$ cat src/design/fqt_pkg.sv
// Shared types, quantizer table and helpers for the 4x4 transform quantizer.
package fqt_pkg;

    typedef logic signed [8:0]  sample_t;
    typedef logic signed [11:0] tmp_t;
    typedef logic signed [15:0] coef_t;
    typedef logic signed [12:0] level_t;
    typedef logic [13:0]        mf_t;

    localparam int unsigned OFFSET_W = 24;
    localparam int unsigned PROD_W   = 29;
    localparam int unsigned LEVEL_MAX = 4095;

    typedef enum logic [1:0] {
        MF_EVEN  = 2'd0,
        MF_ODD   = 2'd1,
        MF_MIXED = 2'd2
    } mf_class_t;

    // per-row quantizer controls shared by all four lanes
    typedef struct packed {
        logic [OFFSET_W-1:0] offset;
        logic [3:0]          qdiv;
    } fqt_qctl_t;

    function automatic mf_class_t mf_class(input logic [1:0] row, input logic [1:0] col);
        mf_class_t c;
        if (!row[0] && !col[0])
            c = MF_EVEN;
        else if (row[0] && col[0])
            c = MF_ODD;
        else
            c = MF_MIXED;
        return c;
    endfunction

    function automatic mf_t mf_lookup(input logic [2:0] qmod, input mf_class_t c);
        logic [1:0] sel;
        mf_t        v;
        sel = (c == MF_EVEN) ? 2'd0 : ((c == MF_ODD) ? 2'd1 : 2'd2);
        unique case ({qmod, sel})
            {3'd0, 2'd0}: v = 14'd13107;
            {3'd0, 2'd1}: v = 14'd5243;
            {3'd0, 2'd2}: v = 14'd8066;
            {3'd1, 2'd0}: v = 14'd11916;
            {3'd1, 2'd1}: v = 14'd4660;
            {3'd1, 2'd2}: v = 14'd7490;
            {3'd2, 2'd0}: v = 14'd10082;
            {3'd2, 2'd1}: v = 14'd4194;
            {3'd2, 2'd2}: v = 14'd6554;
            {3'd3, 2'd0}: v = 14'd9362;
            {3'd3, 2'd1}: v = 14'd3647;
            {3'd3, 2'd2}: v = 14'd5825;
            {3'd4, 2'd0}: v = 14'd8192;
            {3'd4, 2'd1}: v = 14'd3355;
            {3'd4, 2'd2}: v = 14'd5243;
            {3'd5, 2'd0}: v = 14'd7282;
            {3'd5, 2'd1}: v = 14'd2893;
            {3'd5, 2'd2}: v = 14'd4559;
            default:      v = 14'd0;
        endcase
        return v;
    endfunction

    // qp/6 as (qp*43)>>8, exact for every 6-bit qp
    function automatic logic [3:0] qp_div6(input logic [5:0] qp);
        logic [11:0] p;
        p = {6'd0, qp} * 12'd43;
        return p[11:8];
    endfunction

    function automatic logic [2:0] qp_mod6(input logic [5:0] qp, input logic [3:0] qdiv);
        logic [5:0] six;
        logic [5:0] r;
        six = {qdiv, 2'b00} + {1'b0, qdiv, 1'b0};
        r   = qp - six;
        return r[2:0];
    endfunction

    // floor(2^n / 3) is the 0101... pattern shifted down
    function automatic logic [OFFSET_W-1:0] third_pow2(input logic [4:0] n);
        logic [31:0] v;
        logic [5:0]  sh;
        sh = 6'd32 - {1'b0, n};
        v  = 32'h5555_5555 >> sh;
        return v[OFFSET_W-1:0];
    endfunction

endpackage

$ cat src/design/forward_4x4_transform_quantizer.sv
// Top level of the 4x4 forward integer transform and quantizer.
//
// Input stream: one request carries one row of four residual samples
// (s_tdata) and the intra flag (s_tuser); qp and intra are taken from the
// first row of each block and held. Rows 0 to 2 only fill a row buffer.
// The fourth row copies the whole block into a working bank, and a row
// sequencer then reads that bank one coefficient row per cycle, unless the
// receiver stalls, through four column lanes, a row merge and four quantizer lanes.
// Output stream: four rows of quantized levels per block, m_tlast on the
// fourth. The first row appears once it has passed the bank, the stage-A
// registers, the product register and the level register; the rest follow
// one per cycle while the receiver takes them, so blocks follow back to back;
// the working bank and the pipeline overlap with the next block's first three rows.
// Reset clears the row counter, held qp/intra, the sequencer and all valid
// bits. When the receiver stalls, the whole result pipeline holds; rows 0
// to 2 of the next block are still taken, the fourth waits until the bank
// is free and the pipeline moves.
module forward_4x4_transform_quantizer
    import fqt_pkg::*;
(
    input  logic        clk,
    input  logic        rst_n,
    input  logic        s_tvalid,
    output logic        s_tready,
    input  logic [47:0] s_tdata,  // sample0, sample1, sample2, sample3, qp, zero pad
    input  logic        s_tuser,  // intra
    output logic        m_tvalid,
    input  logic        m_tready,
    output logic [55:0] m_tdata,  // level0, level1, level2, level3, zero pad
    output logic        m_tlast
);

    sample_t    in_sample [4];
    logic [5:0] in_qp;
    logic       in_accept;
    logic       adv;

    logic [1:0] row_count_reg;
    logic [5:0] held_qp_reg;
    logic       held_intra_reg;
    sample_t    rowbuf_reg [3][4];

    sample_t    bank_reg [4][4];
    logic [3:0] bank_qdiv_reg;
    logic [2:0] bank_mod_reg;
    logic       bank_intra_reg;
    logic       busy_reg;
    logic [1:0] seq_reg;
    logic       capture;

    logic [3:0] cap_qdiv;
    logic [4:0] off_n;

    tmp_t       lane_tmp [4];
    coef_t      merge_coef [4];
    fqt_qctl_t  qctl_next;

    logic       a_valid_reg;
    logic       a_last_reg;
    coef_t      a_coef_reg [4];
    mf_t        a_mf_reg [4];
    fqt_qctl_t  a_qctl_reg;

    logic       b_valid_reg;
    logic       b_last_reg;
    logic       c_valid_reg;
    logic       c_last_reg;
    level_t     lane_level [4];

    genvar g;

    for (g = 0; g < 4; g++)
    begin : g_unpack
        assign in_sample[g] = s_tdata[9*g +: 9];
    end
    assign in_qp = s_tdata[41:36];

    assign adv       = !c_valid_reg || m_tready;
    assign s_tready  = (row_count_reg != 2'd3) || (adv && (!busy_reg || seq_reg == 2'd3));
    assign in_accept = s_tvalid && s_tready;
    assign capture   = in_accept && (row_count_reg == 2'd3);

    // input side: row counter and held block controls
    always_ff @(posedge clk or negedge rst_n)
    begin
        if (!rst_n)
        begin
            row_count_reg  <= 2'd0;
            held_qp_reg    <= 6'd0;
            held_intra_reg <= 1'b0;
        end
        else if (in_accept)
        begin
            row_count_reg <= row_count_reg + 2'd1;
            if (row_count_reg == 2'd0)
            begin
                held_qp_reg    <= in_qp;
                held_intra_reg <= s_tuser;
            end
        end
    end

    assign cap_qdiv = qp_div6(held_qp_reg);

    always_ff @(posedge clk)
    begin
        if (in_accept && row_count_reg != 2'd3)
            rowbuf_reg[row_count_reg] <= in_sample;
        if (capture)
        begin
            bank_reg[0]    <= rowbuf_reg[0];
            bank_reg[1]    <= rowbuf_reg[1];
            bank_reg[2]    <= rowbuf_reg[2];
            bank_reg[3]    <= in_sample;
            bank_qdiv_reg  <= cap_qdiv;
            bank_mod_reg   <= qp_mod6(held_qp_reg, cap_qdiv);
            bank_intra_reg <= held_intra_reg;
        end
    end

    // row sequencer over the working bank
    always_ff @(posedge clk or negedge rst_n)
    begin
        if (!rst_n)
        begin
            busy_reg <= 1'b0;
            seq_reg  <= 2'd0;
        end
        else if (capture)
        begin
            busy_reg <= 1'b1;
            seq_reg  <= 2'd0;
        end
        else if (adv && busy_reg)
        begin
            seq_reg <= seq_reg + 2'd1;
            if (seq_reg == 2'd3)
                busy_reg <= 1'b0;
        end
    end

    for (g = 0; g < 4; g++)
    begin : g_col
        sample_t col [4];
        assign col[0] = bank_reg[0][g];
        assign col[1] = bank_reg[1][g];
        assign col[2] = bank_reg[2][g];
        assign col[3] = bank_reg[3][g];

        fqt_col_lane u_col (
            .x   (col),
            .row (seq_reg),
            .y   (lane_tmp[g])
        );
    end

    fqt_row_merge u_merge (
        .tmp  (lane_tmp),
        .coef (merge_coef)
    );

    // inter rounding uses 2^(qbits-1)/3
    assign off_n = bank_intra_reg ? (5'd15 + {1'b0, bank_qdiv_reg})
                                  : (5'd14 + {1'b0, bank_qdiv_reg});
    assign qctl_next.offset = third_pow2(off_n);
    assign qctl_next.qdiv   = bank_qdiv_reg;

    always_ff @(posedge clk)
    begin
        if (adv)
        begin
            a_coef_reg <= merge_coef;
            a_qctl_reg <= qctl_next;
            for (int j = 0; j < 4; j++)
                a_mf_reg[j] <= mf_lookup(bank_mod_reg, mf_class(seq_reg, 2'(j)));
        end
    end

    always_ff @(posedge clk or negedge rst_n)
    begin
        if (!rst_n)
        begin
            a_valid_reg <= 1'b0;
            a_last_reg  <= 1'b0;
            b_valid_reg <= 1'b0;
            b_last_reg  <= 1'b0;
            c_valid_reg <= 1'b0;
            c_last_reg  <= 1'b0;
        end
        else if (adv)
        begin
            a_valid_reg <= busy_reg;
            a_last_reg  <= busy_reg && (seq_reg == 2'd3);
            b_valid_reg <= a_valid_reg;
            b_last_reg  <= a_last_reg;
            c_valid_reg <= b_valid_reg;
            c_last_reg  <= b_last_reg;
        end
    end

    for (g = 0; g < 4; g++)
    begin : g_quant
        fqt_quant_lane u_quant (
            .clk   (clk),
            .adv   (adv),
            .coef  (a_coef_reg[g]),
            .mf    (a_mf_reg[g]),
            .qctl  (a_qctl_reg),
            .level (lane_level[g])
        );
    end

    assign m_tvalid = c_valid_reg;
    assign m_tlast  = c_last_reg;
    assign m_tdata  = {4'd0, lane_level[3], lane_level[2], lane_level[1], lane_level[0]};

`ifndef SYNTHESIS
    // the fourth row only lands in the bank once the sequencer has let go of it
    assert property (@(posedge clk) disable iff (!rst_n)
        capture |-> adv && (!busy_reg || seq_reg == 2'd3))
        else $error("bank overwritten while rows still pending");

    assert property (@(posedge clk) disable iff (!rst_n)
        adv && busy_reg |=> a_valid_reg)
        else $error("sequencer row lost");

    assert property (@(posedge clk) disable iff (!rst_n)
        adv && !busy_reg |=> !a_valid_reg)
        else $error("row issued with idle sequencer");

    assert property (@(posedge clk) disable iff (!rst_n)
        a_valid_reg && a_last_reg |-> !busy_reg || seq_reg == 2'd0)
        else $error("last row issued with rows still left in bank");

    assert property (@(posedge clk) disable iff (!rst_n)
        $rose(busy_reg) |-> $past(capture))
        else $error("sequencer started without a full block");
`endif

endmodule

$ cat src/design/fqt_col_lane.sv
// One column lane: selected output of the vertical 1-D core transform.
module fqt_col_lane
    import fqt_pkg::*;
(
    input  sample_t    x [4],
    input  logic [1:0] row,
    output tmp_t       y
);

    tmp_t s0, s1, s2, s3;

    assign s0 = {{3{x[0][8]}}, x[0]};
    assign s1 = {{3{x[1][8]}}, x[1]};
    assign s2 = {{3{x[2][8]}}, x[2]};
    assign s3 = {{3{x[3][8]}}, x[3]};

    always_comb
    begin
        unique case (row)
            2'd0:    y = s0 + s1 + s2 + s3;
            2'd1:    y = (s0 <<< 1) + s1 - s2 - (s3 <<< 1);
            2'd2:    y = s0 - s1 - s2 + s3;
            2'd3:    y = s0 - (s1 <<< 1) + (s2 <<< 1) - s3;
            default: y = '0;
        endcase
    end

endmodule

$ cat src/design/fqt_row_merge.sv
// Merges the four column-lane results with the horizontal 1-D core transform.
module fqt_row_merge
    import fqt_pkg::*;
(
    input  tmp_t  tmp  [4],
    output coef_t coef [4]
);

    coef_t t0, t1, t2, t3;

    assign t0 = {{4{tmp[0][11]}}, tmp[0]};
    assign t1 = {{4{tmp[1][11]}}, tmp[1]};
    assign t2 = {{4{tmp[2][11]}}, tmp[2]};
    assign t3 = {{4{tmp[3][11]}}, tmp[3]};

    assign coef[0] = t0 + t1 + t2 + t3;
    assign coef[1] = (t0 <<< 1) + t1 - t2 - (t3 <<< 1);
    assign coef[2] = t0 - t1 - t2 + t3;
    assign coef[3] = t0 - (t1 <<< 1) + (t2 <<< 1) - t3;

endmodule

$ cat src/design/fqt_quant_lane.sv
// Quantizer lane: magnitude times MF plus offset, then shift, clamp and sign.
module fqt_quant_lane
    import fqt_pkg::*;
(
    input  logic      clk,
    input  logic      adv,
    input  coef_t     coef,
    input  mf_t       mf,
    input  fqt_qctl_t qctl,
    output level_t    level
);

    logic [PROD_W-1:0] prod_reg;
    logic [PROD_W-1:0] prod_next;
    logic              neg_reg;
    logic [3:0]        qdiv_reg;
    level_t            level_reg;
    level_t            level_next;

    coef_t             mag_full;
    logic [13:0]       mag;
    logic [27:0]       mult;
    logic [4:0]        qbits;
    logic [PROD_W-1:0] shifted;
    logic [11:0]       sat;

    // |coef| never exceeds 9216, so 14 bits hold it
    assign mag_full  = coef[15] ? -coef : coef;
    assign mag       = mag_full[13:0];
    assign mult      = mag * mf;
    assign prod_next = {1'b0, mult} + {{(PROD_W-OFFSET_W){1'b0}}, qctl.offset};

    assign qbits   = 5'd15 + {1'b0, qdiv_reg};
    assign shifted = prod_reg >> qbits;
    assign sat     = (shifted > PROD_W'(LEVEL_MAX)) ? 12'(LEVEL_MAX) : shifted[11:0];
    assign level_next = neg_reg ? -{1'b0, sat} : {1'b0, sat};

    always_ff @(posedge clk)
    begin
        if (adv)
        begin
            prod_reg  <= prod_next;
            neg_reg   <= coef[15];
            qdiv_reg  <= qctl.qdiv;
            level_reg <= level_next;
        end
    end

    assign level = level_reg;

endmodule
$ cat config.mk
export PLATFORM = sky130hd
export DESIGN_NAME = forward_4x4_transform_quantizer
export DESIGN_NICKNAME = d
export VERILOG_FILES = /design/src/design/fqt_pkg.sv /design/src/design/forward_4x4_transform_quantizer.sv /design/src/design/fqt_col_lane.sv /design/src/design/fqt_row_merge.sv /design/src/design/fqt_quant_lane.sv
export SDC_FILE = /design/constraint.sdc
export NUM_CORES = 2
export LEC_CHECK = 0
export BUFFER_PORTS_ARGS = -buffer_cell sky130_fd_sc_hd__buf_2
export CAP_MARGIN = 0
export CORE_ASPECT_RATIO = 0.5
export CORE_MARGIN = 3
export CORE_UTILIZATION = 30
export CTS_BUF_LIST = sky130_fd_sc_hd__clkbuf_8 sky130_fd_sc_hd__clkbuf_16
export DETAILED_ROUTE_END_ITERATION = 10
export PLACE_DENSITY = 0.48
export SYNTH_ARGS = -nofsm -noshare
export SYNTH_HDL_FRONTEND = slang
export SYNTH_HIERARCHICAL = 1
export SYNTH_SLANG_ARGS = --single-unit
$ cat constraint.sdc
create_clock -name clk -period 22 [get_ports clk]
set_input_delay 2.2 -clock clk [delete_from_list [all_inputs] [get_ports clk]]
set_output_delay 2.2 -clock clk [all_outputs]
set_load 0.03 [all_outputs]
==> run_results.csv <==
group,metric,value,unit
drt,drt-pass1-iter-count,5,
drt,ant_nets,0,
logic_synthesis,yosys_warnings,6,
timing,finalSetupTns,0,ns
cts,cts.clk_slew.worst_paths,0.07,ns
logic_synthesis,netlist_instances,6988,
cells_and_area,drive_above_1_share,6.33,%
critical_path,reg2reg_slack,13.36,ns
outcome,status,"complete, no violations",
cts,numCtsBuffers,61,
hold_path,min_to,"bank_reg[2][34]",
critical_path,critPathSlowestCell,"edfxtp_1",
timing,setup_violations,0,
drt,dr.first_iter.drc_count,2821,
run,maxCapViolations,0,
placed_design,dpl.hpwl,146000,um
hold_path,holdPathStages,0,
floorplan,die_h,352,um
cts,cts_tree,"built",
drt,vias,47700,
critical_path,cp_top_family,"adder cells",
cts,postCtsResizedCells,0,
timing,worstMarginPinSlew,1.16,ns
drt,post_drt_wl_per_cell,17.9,um
timing,fin_crit_sh,39.3,%
drt,route.detailed.drc,0,
floorplan,row_count,126,
critical_path,end_kind,"register",
floorplan,fp.dieW,697,um
cells_and_area,final_cell_mix,"inv_1 (1414), fa_1 (1067), ha_1 (675)",
critical_path,rr_worst_depth,23,
hold_path,hold_start,"rowbuf_reg[2][34]",
timing,finalHoldViolCount,0,
critical_path,worst-path-max-fanout,18,
timing,fmax,116,MHz
floorplan,io_pins,112,
floorplan,core,237000,sq um
global_route,grt-ovfl-total,0,
cells_and_area,layout_commonest_cell,"inv_1",
critical_path,r2r-end,"g_quant[1].u_quant/prod_reg[28]",
cts,clk_latency,0.73,ns
timing,finalClockSkew,0.0288,ns
cts,htreeDepth,2,
floorplan,start_util,30.3,%
cells_and_area,fin_cells,10300,
cts,cts_root_buffer,"clkbuf_16",
global_route,grt_pass1_wl,291000,um
global_route,antenna_found_initial,27,
hold_path,min_path_type,"register to register",
cells_and_area,areaGrowthSynthToFinish,9.06,%
critical_path,worstPathArrival,9.09,ns
logic_synthesis,avgSynthCellArea,10.3,sq um
critical_path,critPathBufInv,5,
cts,holdBufCountCts,0,
timing,drv_slew,0,
global_route,track_usage,15.1,%
timing,rsz0062_at_grt,"false",
timing,period_needed,8.64,ns
drt,viasPerCell,4.64,
placed_design,dp.cells,10200,
timing,relSlewSlack,22.5,%
cts,post_cts.repair.setup_buffers,0,
logic_synthesis,syn-cell-area,71700,sq um
global_route,grt_max_degree,151,
critical_path,path_class,"register to register",
critical_path,r2r-start,"a_coef_reg[32]",
global_route,grt_pass1_vias,49600,
cells_and_area,largest_reg_flops,144,
drt,drt_wl_total,184000,um
cts,cts_sinks,521,
critical_path,max_stage_delay,0.90,ns
placed_design,place_congestion,0.844,
critical_path,crit_required,22.45,ns
critical_path,path_cells,"inv_1 -> ha_1 -> a21boi_0 -> xor2_2 -> and2_1 -> fa_1 -> inv_1 -> fa_1 -> inv_1 -> fa_1 -> ha_1 -> fa_1 -> inv_1 -> fa_1 -> inv_1 -> ha_1 -> a21o_1 -> a21oi_1 -> o21ai_0 -> a21bo_2 -> or4b_2 -> a41oi_1 -> xnor2_1",
placed_design,portBuffers,101,
critical_path,start_kind,"register",
cts,clockBufferDepth,3,
floorplan,die_area,245000,sq um
cells_and_area,final_nets,8824,
final cells by class:
cell class / count / area, sq um
fillers: 24400 / 159000
multi-input cells: 4870 / 50200
flip-flops and latches: 521 / 15600
inverters: 1414 / 5320
well taps: 3200 / 4000
clock buffers: 62 / 1550
repair buffers: 161 / 968
clock inverters: 54 / 524
diodes: 7 / 17.5
worst max path at each step:
stage	to	start	slack [ns]	cells past startpoint
2_1_floorplan	a_coef_reg[0]	m_tready	12.84	3
3_3_place_gp	g_quant[1].u_quant/prod_reg[28]	a_coef_reg[32]	13.51	23
3_5_place_dp	g_quant[1].u_quant/prod_reg[28]	a_coef_reg[32]	13.52	23
4_1_cts	g_quant[1].u_quant/prod_reg[28]	a_coef_reg[32]	13.48	23
5_1_grt	g_quant[1].u_quant/prod_reg[28]	a_coef_reg[32]	12.99	23
6_report	g_quant[1].u_quant/prod_reg[28]	a_coef_reg[32]	13.36	23
routing by layer:
layer / up-vias / share of wire (%) / GRT usage (%)
met4: 8 / 2.0 / 3.13
met5: - / 0.023 / 0
met1: 23900 / 48 / 21.1
li1: 22800 / - / -
met2: 767 / 46 / 24.9
met3: 178 / 4.7 / 2.31
per-stage QoR:
step           setup WS (ns)  utilization [%]  hold slack, ns  area (sq um)
3_3_place_gp           13.51             32.1           0.401         76100
3_5_place_dp           13.52             32.1           0.405         76100
5_1_grt                12.99             33.0           0.422         78100
6_report               13.36             33.0           0.406         78200
4_1_cts                13.48             33.0           0.408         78100
2_1_floorplan          12.84                -           0.400         71700
Power is not shown: default switching activity piles up to over one toggle a cycle in this logic, so the estimate is an artifact.
